[config.mk]
export PLATFORM = sky130hd
export DESIGN_NAME = input_capture_frequency_meter_core_flat
export DESIGN_NICKNAME = d
export VERILOG_FILES = /design/src/sv/ifm_pkg.sv /design/src/sv/ifm_in_if.sv /design/src/sv/ifm_out_if.sv /design/src/sv/ifm_mul.sv /design/src/sv/ifm_div.sv /design/src/sv/input_capture_frequency_meter_core.sv /design/src/flat_wrapper.sv
export SDC_FILE = /design/constraint.sdc
export NUM_CORES = 1
export LEC_CHECK = 0
export BUFFER_PORTS_ARGS = -buffer_cell sky130_fd_sc_hd__buf_2
export CORE_MARGIN = 1.5
export CORE_UTILIZATION = 50
export CTS_CLUSTER_SIZE = 30
export DETAILED_ROUTE_END_ITERATION = 6
export MAX_ROUTING_LAYER = met4
export PLACE_DENSITY_LB_ADDON = 0.05
export SLEW_MARGIN = 20
export SYNTH_ARGS = -nofsm -noshare
export SYNTH_HDL_FRONTEND = slang
export SYNTH_SLANG_ARGS = --single-unit
[constraint.sdc]
create_clock -name clk_i -period 5.7 [get_ports clk_i]
set_input_delay 1.14 -clock clk_i [delete_from_list [all_inputs] [get_ports clk_i]]
set_output_delay 1.14 -clock clk_i [all_outputs]
set_load 0.03 [all_outputs]
[src/sv/ifm_pkg.sv]
// ----------------------------------------------------------------------------
// ifm_pkg: shared types and constants
// Field widths, register indexes, reset values and the handshake status
// record of the input capture frequency meter.
// ----------------------------------------------------------------------------
`default_nettype none

package ifm_pkg;

  localparam int unsigned CapW    = 16;  // capture_value field
  localparam int unsigned PeriodW = 16;  // timer_period register
  localparam int unsigned ClockW  = 28;  // clock_hz register, the dividend
  localparam int unsigned CfgW    = 28;  // widest register
  localparam int unsigned SpanW   = 32;  // span in counts
  localparam int unsigned FreqW   = 32;  // frequency field

  localparam logic [PeriodW-1:0] RstTimerPeriod = 16'd65535;
  localparam logic [ClockW-1:0]  RstClockHz     = 28'd84000000;

  typedef enum logic [0:0] {
    RegTimerPeriod = 1'b0,
    RegClockHz     = 1'b1
  } reg_idx_e;

  typedef enum logic [0:0] {
    OpTick    = 1'b0,
    OpCapture = 1'b1
  } opcode_e;

  typedef enum logic [3:0] {
    StIdle = 4'b0001,
    StMul  = 4'b0010,
    StDiv  = 4'b0100,
    StOut  = 4'b1000
  } state_e;

  // Status of a serial arithmetic unit.
  typedef struct packed {
    logic busy;
    logic done;
  } unit_st_t;

endpackage

`default_nettype wire

[src/sv/ifm_in_if.sv]
// ----------------------------------------------------------------------------
// ifm_in_if: input item channel
// Valid/ready channel carrying one overflow tick or capture event.
// ----------------------------------------------------------------------------
`default_nettype none

interface ifm_in_if;
  import ifm_pkg::*;

  logic                valid;
  logic                ready;
  logic                opcode;
  logic [CapW-1:0]     capture_value;

  modport source (output valid, output opcode, output capture_value, input ready);
  modport sink   (input valid, input opcode, input capture_value, output ready);
endinterface

`default_nettype wire

[src/sv/ifm_out_if.sv]
// ----------------------------------------------------------------------------
// ifm_out_if: result channel
// Valid/ready channel carrying one frequency measurement.
// ----------------------------------------------------------------------------
`default_nettype none

interface ifm_out_if;
  import ifm_pkg::*;

  logic                valid;
  logic                ready;
  logic [FreqW-1:0]    frequency;
  logic                zero_span;

  modport source (output valid, output frequency, output zero_span, input ready);
  modport sink   (input valid, input frequency, input zero_span, output ready);
endinterface

`default_nettype wire

[src/sv/ifm_mul.sv]
// ----------------------------------------------------------------------------
// ifm_mul: bit-serial span accumulator
// Computes base + mult * mcand modulo 2^32, one multiplier bit per cycle.
// ----------------------------------------------------------------------------
`default_nettype none

module ifm_mul #(
  parameter int unsigned MultW = 8
) (
  input  wire logic                        clk_i,
  input  wire logic                        rst_ni,
  input  wire logic                        start_i,
  input  wire logic [ifm_pkg::SpanW-1:0]   base_i,
  input  wire logic [MultW-1:0]            mult_i,
  input  wire logic [ifm_pkg::PeriodW-1:0] mcand_i,
  output      ifm_pkg::unit_st_t           st_o,
  output      logic [ifm_pkg::SpanW-1:0]   span_o
);
  import ifm_pkg::*;

  localparam int unsigned CntW = (MultW > 1) ? $clog2(MultW) : 1;

  logic [SpanW-1:0] acc_q, acc_d;
  logic [SpanW-1:0] mcand_q, mcand_d;
  logic [MultW-1:0] mult_q, mult_d;
  logic [CntW-1:0]  cnt_q, cnt_d;
  logic             busy_q, busy_d;
  logic             done_q, done_d;
  logic             last;

  assign last = (cnt_q == CntW'(MultW - 1));

  always_comb begin
    acc_d   = acc_q;
    mcand_d = mcand_q;
    mult_d  = mult_q;
    cnt_d   = cnt_q;
    busy_d  = busy_q;
    done_d  = 1'b0;
    if (start_i) begin
      acc_d   = base_i;
      mcand_d = SpanW'(mcand_i);
      mult_d  = mult_i;
      cnt_d   = '0;
      busy_d  = 1'b1;
    end else if (busy_q) begin
      if (mult_q[0]) begin
        acc_d = acc_q + mcand_q;
      end
      mcand_d = {mcand_q[SpanW-2:0], 1'b0};
      mult_d  = mult_q >> 1;
      cnt_d   = cnt_q + 1'b1;
      if (last) begin
        busy_d = 1'b0;
        done_d = 1'b1;
      end
    end
  end

  always_ff @(posedge clk_i or negedge rst_ni) begin
    if (!rst_ni) begin
      busy_q <= 1'b0;
      done_q <= 1'b0;
      cnt_q  <= '0;
    end else begin
      busy_q <= busy_d;
      done_q <= done_d;
      cnt_q  <= cnt_d;
    end
  end

  always_ff @(posedge clk_i) begin
    acc_q   <= acc_d;
    mcand_q <= mcand_d;
    mult_q  <= mult_d;
  end

  assign st_o.busy = busy_q;
  assign st_o.done = done_q;
  assign span_o    = acc_q;

endmodule

`default_nettype wire

[src/sv/ifm_div.sv]
// ----------------------------------------------------------------------------
// ifm_div: radix-2 restoring divider
// Divides the 28-bit clock frequency by a nonzero 32-bit span, one quotient
// bit per cycle.
// ----------------------------------------------------------------------------
`default_nettype none

module ifm_div (
  input  wire logic                       clk_i,
  input  wire logic                       rst_ni,
  input  wire logic                       start_i,
  input  wire logic [ifm_pkg::ClockW-1:0] dividend_i,
  input  wire logic [ifm_pkg::SpanW-1:0]  divisor_i,
  output      ifm_pkg::unit_st_t          st_o,
  output      logic [ifm_pkg::ClockW-1:0] quotient_o
);
  import ifm_pkg::*;

  localparam int unsigned CntW = $clog2(ClockW);

  logic [SpanW-1:0]  rem_q, rem_d;
  logic [SpanW-1:0]  dvs_q, dvs_d;
  logic [ClockW-1:0] quo_q, quo_d;
  logic [CntW-1:0]   cnt_q, cnt_d;
  logic              busy_q, busy_d;
  logic              done_q, done_d;
  logic [SpanW:0]    shifted;
  logic [SpanW:0]    trial;
  logic              borrow;

  assign shifted = {rem_q, quo_q[ClockW-1]};
  assign trial   = shifted - {1'b0, dvs_q};
  assign borrow  = trial[SpanW];

  always_comb begin
    rem_d  = rem_q;
    dvs_d  = dvs_q;
    quo_d  = quo_q;
    cnt_d  = cnt_q;
    busy_d = busy_q;
    done_d = 1'b0;
    if (start_i) begin
      rem_d  = '0;
      dvs_d  = divisor_i;
      quo_d  = dividend_i;
      cnt_d  = '0;
      busy_d = 1'b1;
    end else if (busy_q) begin
      // remainder stays below the divisor, so the low word holds it
      rem_d = borrow ? shifted[SpanW-1:0] : trial[SpanW-1:0];
      quo_d = {quo_q[ClockW-2:0], ~borrow};
      cnt_d = cnt_q + 1'b1;
      if (cnt_q == CntW'(ClockW - 1)) begin
        busy_d = 1'b0;
        done_d = 1'b1;
      end
    end
  end

  always_ff @(posedge clk_i or negedge rst_ni) begin
    if (!rst_ni) begin
      busy_q <= 1'b0;
      done_q <= 1'b0;
      cnt_q  <= '0;
    end else begin
      busy_q <= busy_d;
      done_q <= done_d;
      cnt_q  <= cnt_d;
    end
  end

  always_ff @(posedge clk_i) begin
    rem_q <= rem_d;
    dvs_q <= dvs_d;
    quo_q <= quo_d;
  end

  assign st_o.busy  = busy_q;
  assign st_o.done  = done_q;
  assign quotient_o = quo_q;

endmodule

`default_nettype wire

[src/sv/input_capture_frequency_meter_core.sv]
// ----------------------------------------------------------------------------
// input_capture_frequency_meter_core: reciprocal frequency meter
// Measures the span between two timer captures and reports clock_hz / span.
// ----------------------------------------------------------------------------
// An overflow tick or a first capture yields no result. A second capture
// yields one result after the bit-serial span multiply, the restoring
// divider and the output state; a zero span skips the divider. No new
// item is taken while a measurement is running, and a finished result waits
// in the output register without holding off the next item until a second
// result is ready behind it.
`default_nettype none

module input_capture_frequency_meter_core #(
  parameter int unsigned COUNTER_WIDTH  = 16,
  parameter int unsigned OVERFLOW_WIDTH = 8
) (
  input  wire logic                     clk_i,
  input  wire logic                     rst_ni,
  input  wire logic                     cfg_we_i,
  input  wire ifm_pkg::reg_idx_e        cfg_index_i,
  input  wire logic [ifm_pkg::CfgW-1:0] cfg_data_i,
  ifm_in_if.sink                        in_ch,
  ifm_out_if.source                     out_ch
);
  import ifm_pkg::*;

  localparam int unsigned CntrW = (COUNTER_WIDTH < CapW) ? COUNTER_WIDTH : CapW;

  state_e                  state_q, state_d;
  logic [PeriodW-1:0]      period_q;
  logic [ClockW-1:0]       clock_q;
  logic                    armed_q, armed_d;
  logic [OVERFLOW_WIDTH-1:0] ovf_q, ovf_d;
  logic [CntrW-1:0]        first_q, first_d;
  logic [FreqW-1:0]        res_freq_q, res_freq_d;
  logic                    res_zero_q, res_zero_d;
  logic                    out_valid_q, out_valid_d;
  logic [FreqW-1:0]        out_freq_q;
  logic                    out_zero_q;
  logic                    in_xfer;
  logic                    out_load;
  logic                    mul_start;
  logic                    div_start;
  logic [CntrW-1:0]        cap;
  logic [SpanW-1:0]        base;
  logic [SpanW-1:0]        span;
  logic [ClockW-1:0]       quotient;
  unit_st_t                mul_st;
  unit_st_t                div_st;

  assign in_ch.ready = (state_q == StIdle);
  assign in_xfer     = in_ch.valid & in_ch.ready;
  assign cap         = in_ch.capture_value[CntrW-1:0];
  assign base        = SpanW'(cap) - SpanW'(first_q);

  // Configuration registers.
  always_ff @(posedge clk_i or negedge rst_ni) begin
    if (!rst_ni) begin
      period_q <= RstTimerPeriod;
      clock_q  <= RstClockHz;
    end else if (cfg_we_i) begin
      case (cfg_index_i)
        RegTimerPeriod: period_q <= cfg_data_i[PeriodW-1:0];
        RegClockHz:     clock_q  <= cfg_data_i[ClockW-1:0];
        default: ;
      endcase
    end
  end

  always_comb begin
    state_d     = state_q;
    armed_d     = armed_q;
    ovf_d       = ovf_q;
    first_d     = first_q;
    res_freq_d  = res_freq_q;
    res_zero_d  = res_zero_q;
    mul_start   = 1'b0;
    div_start   = 1'b0;
    out_load    = 1'b0;
    out_valid_d = out_valid_q;
    if (out_ch.ready) begin
      out_valid_d = 1'b0;
    end
    case (state_q)
      StIdle: begin
        if (in_xfer) begin
          if (in_ch.opcode == OpTick) begin
            ovf_d = ovf_q + 1'b1;
          end else if (!armed_q) begin
            ovf_d   = '0;
            first_d = cap;
            armed_d = 1'b1;
          end else begin
            armed_d   = 1'b0;
            mul_start = 1'b1;
            state_d   = StMul;
          end
        end
      end
      StMul: begin
        if (mul_st.done) begin
          if (span == '0) begin
            res_freq_d = '0;
            res_zero_d = 1'b1;
            state_d    = StOut;
          end else begin
            div_start = 1'b1;
            state_d   = StDiv;
          end
        end
      end
      StDiv: begin
        if (div_st.done) begin
          res_freq_d = FreqW'(quotient);
          res_zero_d = 1'b0;
          state_d    = StOut;
        end
      end
      StOut: begin
        // hold until the output register is free
        if (!out_valid_q || out_ch.ready) begin
          out_load    = 1'b1;
          out_valid_d = 1'b1;
          state_d     = StIdle;
        end
      end
      default: state_d = StIdle;
    endcase
  end

  always_ff @(posedge clk_i or negedge rst_ni) begin
    if (!rst_ni) begin
      state_q     <= StIdle;
      armed_q     <= 1'b0;
      ovf_q       <= '0;
      first_q     <= '0;
      out_valid_q <= 1'b0;
    end else begin
      state_q     <= state_d;
      armed_q     <= armed_d;
      ovf_q       <= ovf_d;
      first_q     <= first_d;
      out_valid_q <= out_valid_d;
    end
  end

  always_ff @(posedge clk_i) begin
    res_freq_q <= res_freq_d;
    res_zero_q <= res_zero_d;
    if (out_load) begin
      out_freq_q <= res_freq_q;
      out_zero_q <= res_zero_q;
    end
  end

  ifm_mul #(
    .MultW (OVERFLOW_WIDTH)
  ) u_mul (
    .clk_i   (clk_i),
    .rst_ni  (rst_ni),
    .start_i (mul_start),
    .base_i  (base),
    .mult_i  (ovf_q),
    .mcand_i (period_q),
    .st_o    (mul_st),
    .span_o  (span)
  );

  ifm_div u_div (
    .clk_i      (clk_i),
    .rst_ni     (rst_ni),
    .start_i    (div_start),
    .dividend_i (clock_q),
    .divisor_i  (span),
    .st_o       (div_st),
    .quotient_o (quotient)
  );

  assign out_ch.valid     = out_valid_q;
  assign out_ch.frequency = out_freq_q;
  assign out_ch.zero_span = out_zero_q;

`ifndef NO_ASSERTIONS
  a_mul_done_in_mul: assert property (@(posedge clk_i) disable iff (!rst_ni)
    mul_st.done |-> state_q == StMul)
    else $error("span unit finished outside its phase");

  a_div_done_in_div: assert property (@(posedge clk_i) disable iff (!rst_ni)
    div_st.done |-> state_q == StDiv)
    else $error("divider finished outside its phase");

  a_units_busy_not_idle: assert property (@(posedge clk_i) disable iff (!rst_ni)
    (mul_st.busy || div_st.busy) |-> state_q != StIdle)
    else $error("arithmetic unit busy while taking items");

  a_zero_span_freq: assert property (@(posedge clk_i) disable iff (!rst_ni)
    (out_ch.valid && out_ch.zero_span) |-> out_ch.frequency == '0)
    else $error("zero span reported with nonzero frequency");

  a_second_capture_disarms: assert property (@(posedge clk_i) disable iff (!rst_ni)
    (in_xfer && in_ch.opcode == OpCapture && armed_q) |=> (!armed_q && state_q == StMul))
    else $error("second capture did not start a measurement");
`endif

endmodule

`default_nettype wire

[src/flat_wrapper.sv]
// flat-port wrapper written by rule: the top's interface ports become plain ports
module input_capture_frequency_meter_core_flat import ifm_pkg::*;
#(
  parameter int unsigned COUNTER_WIDTH  = 16,
  parameter int unsigned OVERFLOW_WIDTH = 8
)
  (clk_i, rst_ni, cfg_we_i, cfg_index_i, cfg_data_i, in_ch_valid, in_ch_opcode, in_ch_capture_value, in_ch_ready, out_ch_valid, out_ch_frequency, out_ch_zero_span, out_ch_ready);
  ifm_in_if in_ch_i ();
  ifm_out_if out_ch_i ();
  input  wire logic clk_i;
  input  wire logic rst_ni;
  input  wire logic cfg_we_i;
  input  wire ifm_pkg::reg_idx_e cfg_index_i;
  input  wire logic [ifm_pkg::CfgW-1:0] cfg_data_i;
  input wire logic [$bits(in_ch_i.valid)-1:0] in_ch_valid;
  input wire logic [$bits(in_ch_i.opcode)-1:0] in_ch_opcode;
  input wire logic [$bits(in_ch_i.capture_value)-1:0] in_ch_capture_value;
  output wire logic [$bits(in_ch_i.ready)-1:0] in_ch_ready;
  output wire logic [$bits(out_ch_i.valid)-1:0] out_ch_valid;
  output wire logic [$bits(out_ch_i.frequency)-1:0] out_ch_frequency;
  output wire logic [$bits(out_ch_i.zero_span)-1:0] out_ch_zero_span;
  input wire logic [$bits(out_ch_i.ready)-1:0] out_ch_ready;
  assign in_ch_i.valid = in_ch_valid;
  assign in_ch_i.opcode = in_ch_opcode;
  assign in_ch_i.capture_value = in_ch_capture_value;
  assign in_ch_ready = in_ch_i.ready;
  assign out_ch_valid = out_ch_i.valid;
  assign out_ch_frequency = out_ch_i.frequency;
  assign out_ch_zero_span = out_ch_i.zero_span;
  assign out_ch_i.ready = out_ch_ready;
  input_capture_frequency_meter_core #(.COUNTER_WIDTH(COUNTER_WIDTH), .OVERFLOW_WIDTH(OVERFLOW_WIDTH)) u_core (.clk_i(clk_i), .rst_ni(rst_ni), .cfg_we_i(cfg_we_i), .cfg_index_i(cfg_index_i), .cfg_data_i(cfg_data_i), .in_ch(in_ch_i), .out_ch(out_ch_i));
endmodule
After elaboration in Yosys (flattened, before gate mapping)
Cells that the tools add are included.
{ "totals": {"output_inout_bits": 35, "inputBits": 51, "ff_bits": 316, "wordCells": 120} }
{ "op_classes": {"n_mux": 57, "n_eq_ne": 14, "n_addsub": 6, "n_reduce_logical": 15, "bitwise_logic": 4} }
{ "op_table": {"columns": ["operator", "count"], "rows": [
  ["32-bit two-way mux", 7],
  ["32-bit one-hot mux with 2 select lines", 1],
  ["28-bit two-way mux", 2],
  ["33-bit by 32-bit subtractor with 33-bit output", 1],
  ["32-bit adder", 1],
  ["32-bit zero test", 1],
  ["16-bit two-way mux", 2],
  ["8-bit two-way mux", 4],
  ["1-bit two-way mux", 28],
  ["4-bit two-way mux", 7],
  ["16-bit by 16-bit subtractor with 17-bit output", 1],
  ["4-bit one-hot mux with 4 select lines", 1],
  ["2-bit != test (second input constant)", 6],
  ["5-bit two-way mux", 2],
  ["8-bit by 1-bit adder with 8-bit output (second input constant)", 1],
  ["4-bit AND reduction", 2],
  ["2-bit nonzero test", 4],
  ["3-bit two-way mux", 2],
  ["2-bit AND reduction", 3],
  ["3-bit AND reduction", 2],
  ["6-bit AND reduction", 1],
  ["5-bit by 1-bit adder with 5-bit output (second input constant)", 1],
  ["5-bit equality test (second input constant)", 1],
  ["4-bit by 1-bit equality test with 1-bit output (second input constant)", 1],
  ["other kinds (11)", 14]
]} }

Longest topological paths before layout
Gate-level depths: netlist of run 1.
{ "logic_depth": {"word_depth": 6, "depth_mapped": 13, "depth_no_buf": 12} }

Hierarchy
A second synthesis of run 1 with hierarchy kept.
{ "unflattened": {"hier_cells": 1509, "hier_area_um2": 16736.1} }
{ "by_module_without_submodules": {"columns": ["module", "area_each_um2", "seq_area_each_um2", "cells_per_inst", "instances"], "rows": [
  ["input_capture_frequency_meter_core", 5925.7, 3626.0, 448, 1],
  ["ifm_div", 5754.3, 2617.5, 548, 1],
  ["ifm_mul", 5056.1, 2127.0, 513, 1]
]} }

Worst setup path before layout of run 1
OpenSTA, ideal clock, no wires.
{ "synth_path": {"path_kind": "flip-flop to flip-flop", "start": "register u_core.state_q[0]", "end": "register u_core.u_mul.acc_q[0], in the netlist u_core.u_mul.span_o[0], enable pin", "path_slack_ps": 2055, "setup_ps": 389, "stages_incl_launch_ff": 7, "arrival_ps": 3256, "n_path_buf": 2, "t_required_ps": 5311, "synth_period_minus_slack_ps": 3645, "path_cell_list": "dfstp_2 -> nor4b_1 -> and2_1 -> nand3_1 -> clkbuf_1 -> clkbuf_1 -> nand2_1"} }
{ "synth_via": {"elab_chain_cells": 6, "word_cells_on_any_way": 7, "cone_classes": "eq/ne (1); mux (2); bitwise (1); reduce/logical (3)"} }
{ "synth_rtl": {"columns": ["item", "line", "rtl"], "rows": [
  ["start: declaration", "input_capture_frequency_meter_core.sv:29", "state_e state_q, state_d;"],
  ["start signal: assignment", "input_capture_frequency_meter_core.sv:133", "state_q <= StIdle;"],
  ["start signal: assignment", "input_capture_frequency_meter_core.sv:139", "state_q <= state_d;"],
  ["4-bit by 1-bit equality test with 1-bit output *", "input_capture_frequency_meter_core.sv:51", "assign in_ch.ready = (state_q == StIdle);"],
  ["net in_ch_ready", "flat_wrapper.sv:18", "output wire logic [$bits(in_ch_i.ready)-1:0] in_ch_ready;"],
  ["1-bit bitwise AND", "input_capture_frequency_meter_core.sv:52", "assign in_xfer = in_ch.valid & in_ch.ready;"],
  ["1-bit two-way mux", "input_capture_frequency_meter_core.sv:86", "if (in_xfer) begin"],
  ["1-bit two-way mux *", "input_capture_frequency_meter_core.sv:84", "case (state_q)"],
  ["2-bit nonzero test (no source line)", null, null],
  ["2-bit AND reduction (no source line) *", null, null],
  ["end signal: assignment", "ifm_mul.sv:73", "acc_q <= acc_d;"],
  ["end: declaration", "ifm_mul.sv:23", "logic [SpanW-1:0] acc_q, acc_d;"]
]} }
The timed path passes the listed nets; every way through them passes the cells marked *.
A chain may end at the register's enable or synchronous reset.

Final worst setup path of run 1
{ "layout_path": {"start": "register u_core.u_div.quo_q[27], in the netlist u_core.u_div.quotient_o[27]", "end": "register u_core.u_div.rem_q[8]"} }
{ "layout_via": {"elab_chain_cells": 2} }
{ "layout_rtl": {"columns": ["item", "line", "rtl"], "rows": [
  ["start: declaration", "ifm_div.sv:23", "logic [ClockW-1:0] quo_q, quo_d;"],
  ["start signal: assignment", "ifm_div.sv:75", "quo_q <= quo_d;"],
  ["33-bit by 32-bit subtractor with 33-bit output", "ifm_div.sv:32", "assign trial = shifted - {1'b0, dvs_q};"],
  ["32-bit two-way mux", "ifm_div.sv:50", "rem_d = borrow ? shifted[SpanW-1:0] : trial[SpanW-1:0];"],
  ["end signal: assignment", "ifm_div.sv:73", "rem_q <= rem_d;"],
  ["end: declaration", "ifm_div.sv:21", "logic [SpanW-1:0] rem_q, rem_d;"]
]} }
No other way between the ends.

==> flow_metrics.tcl, run 1 <==
set metrics [dict create \
    ys_seq_elements 308 \
    place_inst 1951 \
    slew_headroom_pct 31.8 \
    postRouteAntennaNets 0 \
    post-cts-setup-buffer-count 0 \
    crit_top_cell "a21oi_1" \
    grt_overflow 0 \
    max-vdd-ir-drop_uv 368 \
    synthTopCellsByCount "nand2_1, edfxtp_1, o21ai_0" \
    async_flop_share_pct 27.9 \
    crit_required_ps 6130 \
    cap_violations 0 \
    clkSlewWorstSetupHoldPaths_ps 60 \
    synth.area.top_cells "edfxtp_1, dfrtp_1, ha_1" \
    vias 11000 \
    die_x_um 180 \
    dieArea_um2 32500 \
    start_util_pct 51.2 \
    netlist_area_um2 15700 \
    antenna_found_initial 0 \
    violations "design-rule violations" \
    rsz0062_at_grt "false" \
    ys.flop_type "edfxtp_1" \
    critPathLaunchType "flip-flop" \
    cts.htree.levels 2 \
    finalNonFillerCells 2017 \
    cpLargestDelayFamily "compound AO/OA/AOI/OAI gates" \
    detail_route.wirelength_um 33000 \
    globalplace.congestion 0.841 \
    drtPass1Iterations 7 \
    num_antenna_cells 0 \
    core_um2 30700 \
    ys_types 69 \
    port-buffer-count 81 \
    clock_skew_ps 12.0 \
    outcome "complete, but fails checks" \
    final_net_count 1730 \
    ios 86 \
    cellPowerDensity_nw_per_um2 566 \
    p_leak_nw 7.71 \
    ctsHoldBuffers 0 \
    endpoint_kind "flip-flop" \
    hold_violations 0 \
    area_growth_pct 13.3 \
    finalPower_mw 10.1 \
    postLayoutCoreUtil_pct 58.0 \
    critPathBufInv 2 \
    avgSynthCellArea_um2 10.4 \
    ctsResizeCount 0 \
    finalSetupViolations 0 \
    grt_pass1_vias 10800 \
    drtIter0Drc 634 \
    grtUsageTotal_pct 21.4 \
    synth.most_common_cell "nand2_1" \
    drive_above_1_share_pct 15.4 \
    yosysWarnings 0 \
    fin_crit_sh_pct 65.7 \
    crit_arrival_ps 4170 \
    cts_buffers 36 \
    synth_edf_count 174 \
    cpPeakStageDelay_ps 590 \
    syn_inst 1513 \
    yosysSeqAreaShare_pct 53.2 \
    clock_sinks 308 \
    tightestPinTransition_ps 1020 \
    wl_per_cell_um 16.4 \
    crit_slowest_cell "xor2_2" \
    critPathMaxFanout 17 \
    yosysTopAreaCell "edfxtp_1" \
    worstSetupPathType "flip-flop to flip-flop" \
    drc 1 \
    tritoncts "yes" \
    timing.final.crit_period_ps 3750 \
    clkLatencyLatePin_ps 520 \
    fin_setup_tns_ps 0 \
    slew_violations 0 \
    grt_max_degree 73 \
    die_y_um 180 \
    cts_root_buffer "clkbuf_16" \
    grt_pass1_wl_um 55300 \
    place_hpwl_um 22700 \
    cts_max_path_buffers 3 \
    placementRows 64 \
    hp-class "flip-flop to flip-flop" \
    netlist.area_leader.share_pct 33.2 \
    via_per_inst 5.45 \
    fmax_mhz 267 \
    fill_cells 2714 \
    path_cells "inv_1 -> ha_1 -> fa_1 -> nand2b_1 -> a21oi_1 -> o211ai_1 -> o2111ai_1 -> a21oi_1 -> o21ai_2 -> xor2_2 -> buf_4 -> nand3_1 -> a311oi_1" \
]
==> state kept, by name, indices dropped and copies added (netlist names), 3 cells and up <==
register                 count
u_core.clock_q              28
u_core.u_mul.span_o         32
u_core.period_q             16
u_core.state_q               4
u_core.u_div.dvs_q          32
u_core.u_mul.cnt_q           3
u_core.u_div.quotient_o     28
u_core.res_freq_q           28
u_core.u_mul.mult_q          8
u_core.u_div.cnt_q           5
u_core.first_q              16
u_core.u_mul.mcand_q        32
u_core.out_ch.frequency     28
u_core.u_div.rem_q          32
u_core.ovf_q                 8
==> final timing paths <==
kind                                             startpoint                           to  slack [ps]  depth (start not counted)
worst max-delay path            u_core.u_div.quotient_o[27]        u_core.u_div.rem_q[8]        1950                         13
worst min-delay path                  u_core.res_freq_q[16]  u_core.out_ch.frequency[16]         420                          0
worst max register to register  u_core.u_div.quotient_o[27]        u_core.u_div.rem_q[8]        1950                         13
min in group asynchronous                            rst_ni              u_core.ovf_q[4]         740                          1
worst min register to register        u_core.res_freq_q[16]  u_core.out_ch.frequency[16]         420                          0
max in group asynchronous                            rst_ni           u_core.clock_q[26]        4060                          2
==> cell type report <==
cell class                 count  area, um^2  share of cell area, %
sequential                   308        8370                   47.0
multi-input combinational   1072        6880                   38.6
clock buffer                  54        1080                   6.06
timing repair buffer         100         551                   3.09
tap                          396         495                   2.78
inverter                      75         282                   1.58
clock inverter                12         168                  0.940
==> report_power, final <==
part / total [mW] / internal, mW / switching (mW)
Sequential: 3.60 / 3.16 / 0.439
Combinational: 4.09 / 1.73 / 2.37
Clock: 2.39 / 1.50 / 0.894
==> logic make-up (layout without fill, tap and decap cells) <==
group                      after synthesis  in the layout  share of synthesized area, %
AOI/OAI and AO/OA                      325            325                          12.9
and+or+nand+nor                        525            525                          15.3
other                                    1              4                        0.0238
DFF                                    308            308                          53.2
xor gates and xnor gates                64             64                          3.56
adders and majority gates               86             86                          6.98
buffers and inverters                  136            241                          3.39
muxes                                   68             68                          4.68
==> worst reg2reg max path, delay by kind of cell (launching register included) <==
family | cells | cell delay (ps)
compound gates | 6 | 1430
xor+xnor | 1 | 590
fa+ha+maj | 2 | 580
buf+inv | 2 | 410
flops | 1 | 340
simple gates | 2 | 290
==> metal layers <==
metal  GRT usage (%)  part of all wire (%)
met5               -                     0
met4            5.68                   1.9
met3            2.85                   4.3
met2            33.0                    45
met1            29.9                    49
==> cells in the final DEF, fill, tap and decap left out, types with 10 or more instances in the layout <==
| master | n |
|---|---|
| o21ai_1 | 16 |
| mux2_2 | 45 |
| a31oi_1 | 35 |
| buf_4 | 20 |
| nand2_1 | 261 |
| ha_1 | 83 |
| nor4_1 | 10 |
| inv_1 | 73 |
| mux2i_1 | 23 |
| nor3b_1 | 10 |
| nand2b_1 | 17 |
| a21o_1 | 33 |
| nor3_1 | 14 |
| nand3_1 | 26 |
| dfxtp_1 | 48 |
| edfxtp_1 | 174 |
| dfstp_2 | 26 |
| or3_1 | 15 |
| a211oi_1 | 10 |
| and2_1 | 40 |
| nor2_1 | 80 |
| buf_2 | 80 |
| dfrtp_1 | 59 |
| a21oi_1 | 66 |
| xor2_1 | 31 |
| clkbuf_16 | 38 |
| o21ai_0 | 97 |
| xnor2_1 | 31 |
| nand4_1 | 14 |
==> through the flow <==
stage                     hold slack [ps]  area (um^2)  setup WS [ps]
after floorplan                       400        15700           2050
after global placement                400        16600           1940
after detailed placement              405        16600           1870
after CTS                             419        17800           1910
after global routing                  425        17800           1550
final                                 420        17800           1950
No activity file was read; power rests on OpenSTA's default activity.
==> run 2: changes to the inputs <==
Clock period 5.7 ns to 3.3 ns, I/O delays scaled along.
==> flow_metrics.tcl, run 2 (synthesized netlist as in run 1, its figures left out) <==
set metrics [dict create \
    worstSetupPathType "flip-flop to flip-flop" \
    die_x_um 180 \
    cpPeakStageDelay_ps 420 \
    r2r_setup_slack_ps 170 \
    cts_buffers 36 \
    place_worst_setup_slack_ps 15.8 \
    ctsHoldBuffers 0 \
    finalSetupViolations 0 \
    regArea_um2 8370 \
    area_growth_pct 15.6 \
    antenna_found_initial 1 \
    cts.htree.levels 2 \
    fill_cells 2661 \
    die_y_um 180 \
    clock_skew_ps 20.1 \
    grt_overflow 0 \
    grt_pass1_wl_um 55000 \
    tightestPinTransition_ps 917 \
    endpoint_kind "flip-flop" \
    setup_ws_ps 174 \
    finalPower_mw 18.0 \
    clkLatencyLatePin_ps 520 \
    p_leak_nw 7.87 \
    r2r.worst_path.cells 11 \
    globalplace.congestion 0.878 \
    critPathMaxFanout 4 \
    multi_input_area_um2 6970 \
    fin_setup_tns_ps 0 \
    dieArea_um2 32500 \
    max-vdd-ir-drop_uv 464 \
    outcome "complete, but fails checks" \
    tritoncts "yes" \
    detail_route.wirelength_um 33300 \
    hold_violations 0 \
    clkSlewWorstSetupHoldPaths_ps 60 \
    drc 8 \
    reg2reg_to "u_core.u_mul.span_o[30]" \
    final_net_count 1757 \
    r2r-start "u_core.u_mul.span_o[0]" \
    cellPowerDensity_nw_per_um2 990 \
    fin_crit_sh_pct 94.7 \
    clock_sinks 308 \
    cap_violations 0 \
    placementRows 64 \
    crit_required_ps 3560 \
    ios 86 \
    drtIter0Drc 639 \
    violations "design-rule violations" \
    slew_violations 0 \
    drive_above_1_share_pct 17.5 \
    wl_per_cell_um 16.3 \
    cts_root_buffer "clkbuf_16" \
    grt_pass1_vias 10800 \
    drtPass1Iterations 7 \
    cts_max_path_buffers 3 \
    final_common_cell "nand2_1" \
    core_um2 30700 \
    postRouteAntennaNets 0 \
    hp-class "input pin to asynchronous set/reset pin" \
    timing.final.crit_period_ps 3130 \
    grt_max_degree 79 \
    final_cell_mix "nand2_1, edfxtp_1, o21ai_0" \
    via_per_inst 5.44 \
    start_util_pct 51.2 \
    place_hpwl_um 23400 \
    crit_arrival_ps 3380 \
    path_cells "ha_2 -> fa_1 -> a21o_1 -> a21oi_1 -> o21ai_1 -> a211o_1 -> o31a_1 -> a21o_4 -> a31oi_2 -> mux2i_1 -> nand3_1" \
    critPathLaunchType "flip-flop" \
    fmax_mhz 320 \
    grtUsageTotal_pct 21.3 \
    vias 11100 \
    port-buffer-count 81 \
    crit_slowest_cell "edfxtp_1" \
    slew_headroom_pct 38.8 \
]
run 2: changes by cell type in the layout (fill, tap and decap cells not counted), moves of 3 or more:
cell,previous run,this run
clkbuf_8,7,2
clkbuf_1,9,4
bufinv_16,4,7
buf_4,20,40
a21oi_2,0,3
buf_12,0,4
a21oi_1,66,63
clkinv_1,0,3
run 2: area by class of cell:
class                           instances  area share [%]
Multi-Input combinational cell       1073            38.3
Tap cell                              396            2.72
Sequential cell                       308            46.0
Inverter                               75            1.55
Clock inverter                         23            1.71
Timing Repair Buffer                  126            4.49
Antenna cell                            1          0.0138
Clock buffer                           42            5.18
run 2: power breakdown:
group          leakage, nW  internal, mW  switching (mW)
combinational         4.19          3.37            4.21
clock                0.617          2.61            1.57
sequential            3.07          5.46           0.793
total                 7.87          11.4            6.58
run 2: metal layers:
layer	up-vias	GRT usage, %	part of all wire (%)
met5	-	-	0
met1	5237	29.9	49
met4	0	4.64	1.8
met3	50	2.87	4.4
met2	231	33.2	44
li1	5604	-	-
run 2: worst max-delay path by stage:
stage / start / to / slack (ps) / cells after the start
floorplan: in_ch_capture_value[0] / u_core.u_mul.span_o[21] / 160 / 13
global placement: in_ch_capture_value[0] / u_core.u_mul.span_o[16] / 100 / 14
detailed placement: u_core.u_div.quotient_o[27] / u_core.u_div.rem_q[8] / 20 / 14
CTS: u_core.u_mul.span_o[1] / u_core.u_mul.span_o[25] / 8 / 10
global route: u_core.u_div.quotient_o[27] / u_core.u_div.rem_q[26] / -5 / 14
finish: u_core.u_mul.span_o[0] / u_core.u_mul.span_o[30] / 170 / 11
run 2: worst max-delay path, delay by kind of cell (launching register included):
kind            cells  cell delay [ps]
compound gates      7             1540
fa+ha+maj           2              630
flops               1              420
mux                 1              190
simple gates        1               80
run 2: stage by stage:
step / cell area [um^2] / utilization (%) / hold WS, ps / instances
after floorplan: 15800 / - / 364 / 1516
after global placement: 16800 / 54.6 / 401 / 1974
after detailed placement: 16800 / 54.6 / 405 / 1974
after CTS: 18100 / 58.7 / 132 / 2039
after global routing: 18200 / 59.2 / 155 / 2044
final: 18200 / 59.2 / 116 / 2044
run 2: repair_timing:
item / 4_1_cts / 5_1_grt
buffers inserted: 0 / 2
gates resized for setup: 0 / 16
endpoints found under the setup margin: 0 / 40
